### src/hw/rtl/assert_macros.svh
// Assertion helpers used by the top-level RTL file.
// Every check is sampled on the rising edge of i_clk and is off while i_rst_n is low.
`ifndef ASSERT_MACROS_SVH
`define ASSERT_MACROS_SVH

`define CCFS_ASSERT(label, prop, msg) \
    label: assert property (@(posedge i_clk) disable iff (!i_rst_n) (prop)) else $error(msg);

`define CCFS_ASSERT_IMPLY(label, ante, cons, msg) \
    `CCFS_ASSERT(label, (ante) |-> (cons), msg)

`define CCFS_ASSERT_NEXT(label, ante, cons, msg) \
    `CCFS_ASSERT(label, (ante) |=> (cons), msg)

`endif

### src/hw/rtl/ccfs_pkg.sv
// ----------------------------------------------------------------------------
// Chunked CRC frame sender package
// Request and result types, codes, defaults and the CRC-8 byte step.
// ----------------------------------------------------------------------------
`timescale 1ns / 1ps

package ccfs_pkg;

    localparam int CHUNK_BYTES_DEF  = 32;
    localparam int MAX_ATTEMPTS_DEF = 3;

    localparam logic [1:0] OP_BEGIN = 2'd0;
    localparam logic [1:0] OP_DATA  = 2'd1;
    localparam logic [1:0] OP_REPLY = 2'd2;

    localparam logic [1:0] KIND_TX   = 2'd0;
    localparam logic [1:0] KIND_OK   = 2'd1;
    localparam logic [1:0] KIND_FAIL = 2'd2;

    localparam logic CFG_START = 1'b0;
    localparam logic CFG_ACK   = 1'b1;

    localparam logic [7:0] START_CODE_RST = 8'h02;
    localparam logic [7:0] ACK_CODE_RST   = 8'h06;
    localparam logic [7:0] CRC_POLY       = 8'h07;

    typedef struct packed {
        logic [1:0]  opcode;
        logic [15:0] block_length;
        logic [7:0]  data_byte;
    } t_req;

    typedef struct packed {
        logic [1:0] kind;
        logic [7:0] tx_byte;
        logic       last_of_run;
    } t_res;

    function automatic logic [7:0] crc8_byte(input logic [7:0] crc, input logic [7:0] b);
        logic [7:0] c;
        c = crc ^ b;
        for (int k = 0; k < 8; k++) begin
            c = c[7] ? ((c << 1) ^ CRC_POLY) : (c << 1);
        end
        return c;
    endfunction

endpackage

### src/hw/rtl/ccfs_store.sv
// ----------------------------------------------------------------------------
// Chunk buffer
// Single-port-write, registered-read memory holding the bytes of one chunk.
// ----------------------------------------------------------------------------
`timescale 1ns / 1ps

module ccfs_store #(
    parameter int DEPTH = 32,
    parameter int AW    = 5
) (
    input  logic          i_clk,
    input  logic          i_we,
    input  logic [AW-1:0] i_waddr,
    input  logic [7:0]    i_wdata,
    input  logic [AW-1:0] i_raddr,
    output logic [7:0]    o_rdata
);

    logic [7:0] r_mem [DEPTH];
    logic [7:0] r_rdata;

    always_ff @(posedge i_clk) begin
        if (i_we) begin
            r_mem[i_waddr] <= i_wdata;
        end
        r_rdata <= r_mem[i_raddr];
    end

    assign o_rdata = r_rdata;

endmodule

### src/hw/rtl/ccfs_ctrl.sv
// ----------------------------------------------------------------------------
// Frame sequencer
// Fills the chunk buffer, keeps the running CRC, walks the buffer to send a
// frame and evaluates the reply pair.
// ----------------------------------------------------------------------------
`timescale 1ns / 1ps

module ccfs_ctrl #(
    parameter int CHUNK_BYTES  = 32,
    parameter int MAX_ATTEMPTS = 3,
    parameter int AW           = 5
) (
    input  logic             i_clk,
    input  logic             i_rst_n,
    input  logic             i_accept,
    input  ccfs_pkg::t_req   i_req,
    input  logic [7:0]       i_start_code,
    input  logic [7:0]       i_ack_code,
    input  logic [7:0]       i_rdata,
    output logic             o_we,
    output logic [AW-1:0]    o_waddr,
    output logic [7:0]       o_wdata,
    output logic [AW-1:0]    o_raddr,
    output logic             o_busy,
    output logic             o_res_valid,
    output ccfs_pkg::t_res   o_res
);
    import ccfs_pkg::*;

    localparam int FW = $clog2(CHUNK_BYTES + 1);
    localparam int EW = $clog2(CHUNK_BYTES + 4);
    localparam logic [FW-1:0] ChunkN = FW'(CHUNK_BYTES);
    localparam logic [7:0]    MaxAtt = 8'(MAX_ATTEMPTS);

    localparam logic [2:0] S_IDLE = 3'd0;
    localparam logic [2:0] S_FILL = 3'd1;
    localparam logic [2:0] S_REP1 = 3'd2;
    localparam logic [2:0] S_REP2 = 3'd3;
    localparam logic [2:0] S_BEG2 = 3'd4;
    localparam logic [2:0] S_EMIT = 3'd5;

    logic [2:0]    r_state, n_state;
    logic [7:0]    r_seq,   n_seq;
    logic [15:0]   r_left,  n_left;
    logic [FW-1:0] r_fill,  n_fill;
    logic [FW-1:0] r_flen,  n_flen;
    logic [7:0]    r_crc,   n_crc;
    logic [7:0]    r_att,   n_att;
    logic [7:0]    r_first, n_first;
    logic [EW-1:0] r_e,     n_e;

    logic          emit_last;
    logic [FW-1:0] fill_inc;

    assign fill_inc  = r_fill + FW'(1);
    assign emit_last = (r_e == (EW'(r_flen) + EW'(3)));
    assign o_busy    = (r_state == S_BEG2) || (r_state == S_EMIT);
    assign o_raddr   = (r_e >= EW'(3)) ? AW'(r_e - EW'(3)) : '0;

    always_comb begin
        n_state     = r_state;
        n_seq       = r_seq;
        n_left      = r_left;
        n_fill      = r_fill;
        n_flen      = r_flen;
        n_crc       = r_crc;
        n_att       = r_att;
        n_first     = r_first;
        n_e         = r_e;
        o_we        = 1'b0;
        o_waddr     = '0;
        o_wdata     = '0;
        o_res_valid = 1'b0;
        o_res       = '0;
        case (r_state)
            S_BEG2: begin
                o_we    = 1'b1;
                o_waddr = AW'(1);
                o_wdata = r_left[7:0];
                n_crc   = crc8_byte(r_crc, r_left[7:0]);
                n_fill  = FW'(2);
                n_state = S_FILL;
            end
            S_EMIT: begin
                o_res_valid       = 1'b1;
                o_res.kind        = KIND_TX;
                o_res.last_of_run = emit_last;
                if (r_e == EW'(0)) begin
                    o_res.tx_byte = i_start_code;
                end else if (r_e == EW'(1)) begin
                    o_res.tx_byte = r_seq;
                end else if (r_e == EW'(2)) begin
                    o_res.tx_byte = 8'(r_flen);
                end else if (r_e == EW'(3)) begin
                    o_res.tx_byte = r_crc;
                end else begin
                    o_res.tx_byte = i_rdata;
                end
                n_e = r_e + EW'(1);
                if (emit_last) begin
                    n_state = S_REP1;
                end
            end
            default: begin
                if (i_accept) begin
                    case (i_req.opcode)
                        OP_BEGIN: begin
                            n_seq  = '0;
                            n_att  = '0;
                            n_left = i_req.block_length;
                            if (i_req.block_length == 16'd0) begin
                                n_fill            = '0;
                                n_state           = S_IDLE;
                                o_res_valid       = 1'b1;
                                o_res.kind        = KIND_OK;
                                o_res.last_of_run = 1'b1;
                            end else begin
                                o_we    = 1'b1;
                                o_waddr = '0;
                                o_wdata = i_req.block_length[15:8];
                                n_crc   = crc8_byte(8'h00, i_req.block_length[15:8]);
                                n_state = S_BEG2;
                            end
                        end
                        OP_DATA: begin
                            if (r_state == S_FILL && r_left != 16'd0 && r_fill < ChunkN) begin
                                o_we    = 1'b1;
                                o_waddr = r_fill[AW-1:0];
                                o_wdata = i_req.data_byte;
                                n_crc   = crc8_byte(r_crc, i_req.data_byte);
                                n_fill  = fill_inc;
                                n_left  = r_left - 16'd1;
                                if (fill_inc == ChunkN || r_left == 16'd1) begin
                                    n_flen  = fill_inc;
                                    n_att   = 8'd1;
                                    n_e     = '0;
                                    n_state = S_EMIT;
                                end
                            end
                        end
                        OP_REPLY: begin
                            if (r_state == S_REP1) begin
                                n_first = i_req.data_byte;
                                n_state = S_REP2;
                            end else if (r_state == S_REP2) begin
                                if (r_first == i_ack_code && i_req.data_byte == r_seq) begin
                                    n_seq  = r_seq + 8'd1;
                                    n_fill = '0;
                                    n_crc  = '0;
                                    n_att  = '0;
                                    if (r_left == 16'd0) begin
                                        n_state           = S_IDLE;
                                        o_res_valid       = 1'b1;
                                        o_res.kind        = KIND_OK;
                                        o_res.last_of_run = 1'b1;
                                    end else begin
                                        n_state = S_FILL;
                                    end
                                end else if (r_att < MaxAtt) begin
                                    n_att   = r_att + 8'd1;
                                    n_e     = '0;
                                    n_state = S_EMIT;
                                end else begin
                                    n_state           = S_IDLE;
                                    n_fill            = '0;
                                    n_left            = '0;
                                    o_res_valid       = 1'b1;
                                    o_res.kind        = KIND_FAIL;
                                    o_res.last_of_run = 1'b1;
                                end
                            end
                        end
                        default: begin
                        end
                    endcase
                end
            end
        endcase
    end

    always_ff @(posedge i_clk) begin
        if (!i_rst_n) begin
            r_state <= S_IDLE;
            r_seq   <= '0;
            r_left  <= '0;
            r_fill  <= '0;
            r_flen  <= '0;
            r_crc   <= '0;
            r_att   <= '0;
            r_first <= '0;
            r_e     <= '0;
        end else begin
            r_state <= n_state;
            r_seq   <= n_seq;
            r_left  <= n_left;
            r_fill  <= n_fill;
            r_flen  <= n_flen;
            r_crc   <= n_crc;
            r_att   <= n_att;
            r_first <= n_first;
            r_e     <= n_e;
        end
    end

endmodule

### src/hw/rtl/chunked_crc_frame_sender_top.sv
// A status result is registered and appears in the cycle after its request; the first
// byte of a frame passes the state register and then the result register; a frame streams
// 4 + chunk length bytes, one per cycle. Busy is high while the second length byte
// is written after a non-empty begin and while a frame is sent; requests are not taken while busy.
// Reset is synchronous and clears all control state and restores both codes to defaults;
// the chunk buffer is not cleared. Results are strobed and the receiver cannot stall them.
// ----------------------------------------------------------------------------
// Chunked CRC frame sender
// Stop-and-wait block sender with CRC-8 framed chunks and resend on a bad reply.
// ----------------------------------------------------------------------------
`timescale 1ns / 1ps
`include "assert_macros.svh"

module chunked_crc_frame_sender_top #(
    parameter int CHUNK_BYTES  = ccfs_pkg::CHUNK_BYTES_DEF,
    parameter int MAX_ATTEMPTS = ccfs_pkg::MAX_ATTEMPTS_DEF
) (
    input  logic           i_clk,
    input  logic           i_rst_n,
    input  logic           i_start,
    input  ccfs_pkg::t_req i_req,
    output logic           o_busy,
    input  logic           i_cfg_valid,
    output logic           o_cfg_ready,
    input  logic           i_cfg_index,
    input  logic [7:0]     i_cfg_data,
    output logic           o_res_valid,
    output ccfs_pkg::t_res o_res
);
    import ccfs_pkg::*;

    localparam int AW = $clog2(CHUNK_BYTES);

    logic [7:0]    r_start_code;
    logic [7:0]    r_ack_code;
    logic          r_res_valid;
    t_res          r_res;

    logic          accept;
    logic          busy;
    logic          we;
    logic [AW-1:0] waddr;
    logic [7:0]    wdata;
    logic [AW-1:0] raddr;
    logic [7:0]    rdata;
    logic          res_valid;
    t_res          res;

    assign accept      = i_start && !busy;
    assign o_busy      = busy;
    assign o_cfg_ready = 1'b1;
    assign o_res_valid = r_res_valid;
    assign o_res       = r_res;

    ccfs_store #(
        .DEPTH(CHUNK_BYTES),
        .AW(AW)
    ) u_store (
        .i_clk(i_clk),
        .i_we(we),
        .i_waddr(waddr),
        .i_wdata(wdata),
        .i_raddr(raddr),
        .o_rdata(rdata)
    );

    ccfs_ctrl #(
        .CHUNK_BYTES(CHUNK_BYTES),
        .MAX_ATTEMPTS(MAX_ATTEMPTS),
        .AW(AW)
    ) u_ctrl (
        .i_clk(i_clk),
        .i_rst_n(i_rst_n),
        .i_accept(accept),
        .i_req(i_req),
        .i_start_code(r_start_code),
        .i_ack_code(r_ack_code),
        .i_rdata(rdata),
        .o_we(we),
        .o_waddr(waddr),
        .o_wdata(wdata),
        .o_raddr(raddr),
        .o_busy(busy),
        .o_res_valid(res_valid),
        .o_res(res)
    );

    always_ff @(posedge i_clk) begin
        if (!i_rst_n) begin
            r_start_code <= START_CODE_RST;
            r_ack_code   <= ACK_CODE_RST;
        end else if (i_cfg_valid) begin
            case (i_cfg_index)
                CFG_START: r_start_code <= i_cfg_data;
                CFG_ACK:   r_ack_code   <= i_cfg_data;
                default: begin
                end
            endcase
        end
    end

    always_ff @(posedge i_clk) begin
        if (!i_rst_n) begin
            r_res_valid <= 1'b0;
        end else begin
            r_res_valid <= res_valid;
        end
        r_res <= res;
    end

    `CCFS_ASSERT_IMPLY(a_status_is_last, o_res_valid && o_res.kind != KIND_TX, o_res.last_of_run, "status result not last")
    `CCFS_ASSERT_IMPLY(a_status_zero_byte, o_res_valid && o_res.kind != KIND_TX, o_res.tx_byte == 8'h00, "status result carries a byte")
    `CCFS_ASSERT_NEXT(a_run_contiguous, o_res_valid && !o_res.last_of_run, o_res_valid, "frame run broken")
    `CCFS_ASSERT_NEXT(a_empty_block_ok, accept && i_req.opcode == OP_BEGIN && i_req.block_length == 16'd0, o_res_valid && o_res.kind == KIND_OK, "empty block not reported")

endmodule
### config.mk
export PLATFORM = sky130hd
export DESIGN_NAME = chunked_crc_frame_sender_top
export DESIGN_NICKNAME = d
export VERILOG_FILES = /design/src/hw/rtl/ccfs_pkg.sv /design/src/hw/rtl/ccfs_store.sv /design/src/hw/rtl/ccfs_ctrl.sv /design/src/hw/rtl/chunked_crc_frame_sender_top.sv
export VERILOG_INCLUDE_DIRS = /design/src /design/src/hw/rtl
export SDC_FILE = /design/constraint.sdc
export NUM_CORES = 1
export LEC_CHECK = 0
export BUFFER_PORTS_ARGS = -buffer_cell sky130_fd_sc_hd__buf_2
export CORE_AREA = 2 2 230 232
export DETAILED_ROUTE_END_ITERATION = 16
export DIE_AREA = 0 0 232 234
export SETUP_SLACK_MARGIN = 0.2
export SYNTH_ARGS = -nofsm -noshare
export SYNTH_HDL_FRONTEND = slang
export SYNTH_HIERARCHICAL = 1
export SYNTH_SLANG_ARGS = --single-unit
### constraint.sdc
create_clock -name i_clk -period 5.7 [get_ports i_clk]
set_clock_uncertainty 0.05 [all_clocks]
set_input_delay 0.285 -clock i_clk [delete_from_list [all_inputs] [get_ports i_clk]]
set_output_delay 0.285 -clock i_clk [all_outputs]
set_load 0.01 [all_outputs]
==> metrics <==
vias in the first global route 10,189; Clock transition at path regs 0.06 ns; Worst Setup Start Kind flip-flop; Crit Path Category flip-flop to flip-flop; Clock Tree Buf Depth 3; worst reg2reg setup slack 1.78 ns; Max Transition Viols Final 0; synthesized area per cell 13.5 um2; routed len/inst 20.6 um; fin nets 1,325; fmax 0.255 GHz; Final Hold Viols 0; DR pass1 iterations 6; CTS tree yes; actual slew at the worst max-slew pin 1.05 ns; xor and xnor fraction of the mapped netlist area 4.97%; die extent in y 234 um; Post-synth EDFFs 256; port bufs 51; Synth Area in Adders 1.37%; Min-Delay Endpoint r_ack_code[2]$_SDFFE_PN1P_; synthesized area 16,400 um2; post-CTS resize count 0; compound-cell area share of the yosys netlist 8.17%; Leakage 6.35 nW; Rel. slew slack 29.8%; Reg-to-Reg End u_store/r_mem[8][5]$_DFFE_PP_; Synthesized Nets 1,274; largest family of logic cells by synthesized area multiplexers; final setup TNS 0 ns; Initial Util 31.5%; dominant synthesized flop cell edfxtp_1; Worst Hold Path Cells 3; largest net degree at the start of global routing 72; crit-path max FO 12; Critical Path RT 5.82 ns; Max Cap Viol 0; maximum vdd ir drop 179 uV; Synth area leader edfxtp_1; post-synthesis simple-gate area fraction 9.61%; most frequent cells in the layout edfxtp_1, dfxtp_1, nor2_1, nand2_1, mux4_2; distinct cell type count of the synthesized netlist 74; vias per cell 5.23; worst r2r src u_ctrl/r_state[1]$_SDFFE_PN0P_; RSZ-0062 raised after global routing false; Final HPWL DP 27,300 um; 1st-iter DRT viols 1,120; status completed; critical path arrival 4.05 ns; register area share after synthesis 59.7%; H-tree lvl count 2; number of cells on the worst reg-to-reg path 9; initial antenna violation count 0; via count 10,395; layout cells sized above 1 18.6%; Yosys warning total 6; Total Power 0.00605 W; Die Footprint 54,300 um2; worst skew pair latency 0.56 ns; mux contribution to synthesized area 13.4%; type of destination of the critical path flip-flop; CTS sink cnt 361; Filler cells 4,946; number of synthesized register bits 361; min Tclk post-route 3.92 ns; Total GRT Usage 15.2%; # IOs 53; pwr dens 323 nW/um2; Final ANT Viol Nets 0; Root Driver clkbuf_16; Ant. Diodes 0; Area contributors post-synth edfxtp_1, dfxtp_1, mux4_2; most common cell after layout, fill and taps aside edfxtp_1; Yosys top cell area share 46.9%; Post-Syn Instances 1,217; Setup-failing EPs final 0; Total Wirelength 41,000 um; row cnt 84; first-pass GRT wire length 63,000 um; Core Region 52,000 um2; RePlAce Congestion 0.883; Layout area overhead 14.2%; crit share post-route 68.8%; Hold Crit Start i_cfg_valid; asr flop ratio synth 0%; Hold Path Class primary input to flip-flop; GR Overflow Total 0; Post-route DRC 0; number of CTS-inserted buffers 40; Die X 232 um
==> report_power, final <==
group / total [W] / internal [W] / switching, W
Clock: 0.00244 / 0.00139 / 0.00105
Sequential: 0.00293 / 0.00286 / 0.0000653
Combinational: 0.000680 / 0.000262 / 0.000418
==> final cells by class <==
type                       count  area, um2  area share (%)
multi-input combinational    752       6210            33.2
tap                          688        861            4.60
clock buffer                  53       1050            5.61
clock inverter                19        168           0.896
timing repair buffer          77        498            2.66
sequential                   361       9790            52.3
inverter                      36        135           0.722
==> worst max-delay path by stage <==
stage                                         startpoint                             to  slack (ns)  cells past startpoint
final                     u_ctrl/r_state[1]$_SDFFE_PN0P_  u_store/r_mem[8][5]$_DFFE_PP_        1.78                      9
after global routing      u_ctrl/r_state[1]$_SDFFE_PN0P_  u_store/r_mem[8][3]$_DFFE_PP_        1.49                      9
after CTS                     u_ctrl/r_e[0]$_SDFFE_PN0P_     u_store/o_rdata[4]$_DFF_P_        1.73                      7
after detailed placement                       i_req[25]  u_store/r_mem[8][3]$_DFFE_PP_        1.71                     10
after global placement        u_ctrl/r_e[0]$_SDFFE_PN0P_     u_store/o_rdata[4]$_DFF_P_        1.80                      7
after floorplan           u_ctrl/r_state[1]$_SDFFE_PN0P_  u_store/r_mem[0][2]$_DFFE_PP_        2.30                      8
==> cells by family after synthesis <==
group	after synthesis
other	1
buffers and inverters	104
muxes	118
xor gates and xnor gates	93
AOI/OAI and AO/OA	199
and+or+nand+nor	323
DFF	361
adders and majority gates	18
==> timing repair <==
| action | in CTS | in global routing |
|---|---|---|
| endpoints found under the hold margin | 16 | 0 |
| buffers inserted | 0 | 0 |
| hold buffers | 9 | 0 |
==> state kept, by name, indices dropped and copies added (netlist names) <==
signal,cells
o_res,11
o_res_valid,1
r_ack_code,8
r_start_code,8
u_ctrl/r_att,8
u_ctrl/r_crc,8
u_ctrl/r_e,6
u_ctrl/r_fill,6
u_ctrl/r_first,8
u_ctrl/r_flen,6
u_ctrl/r_left,16
u_ctrl/r_seq,8
u_ctrl/r_state,3
u_store/o_rdata,8
u_store/r_mem,256
==> worst max-delay path, stage by stage, from the launching register on <==
cell,delay [ns]
dfxtp_1,0.41
nand2b_1,0.23
inv_2,0.12
nor2b_1,0.21
inv_1,0.13
nor2_1,0.68
o21ai_0,0.20
nand2_1,0.19
or3b_2,0.63
nor2_1,0.70
==> metrics by stage <==
step           utilization, %  hold WS, ns  cells  cell area, um2  setup WS, ns
2_1_floorplan               -        0.376   1217           16400          2.30
3_3_place_gp             33.5        0.390   1905           17400          1.80
3_5_place_dp             33.5        0.401   1905           17400          1.71
4_1_cts                  36.0      0.00403   1986           18700          1.73
5_1_grt                  36.0       0.0268   1986           18700          1.49
6_report                 36.0       0.0326   1986           18700          1.78
==> cell usage after synthesis, drive strengths merged, types with 7 or more instances <==
cell    number
edfxtp     256
dfxtp      105
nor2        98
nand2       91
mux4        80
xnor2       58
clkbuf      47
o21ai       44
a21oi       36
inv         35
xor2        35
mux2i       29
nand3       27
buf         21
nor2b       21
ha          18
nor4        16
o211ai      16
o22ai       16
a211oi      13
a22oi       12
and3        10
mux2         9
nor3         9
a221oi       8
and2         8
nand3b       8
nand4        8
a31oi        7
or3          7
==> routing by layer <==
layer  part of all wire (%)  GRT usage (%)  vias to the layer above
li1                       -              -                     4734
met1                     44           20.4                     5223
met2                     48           25.1                      366
met3                    5.5           2.82                       72
met4                    2.3           4.13                        0
met5                      0              0                        -
(Power assumes the default switching activity.)
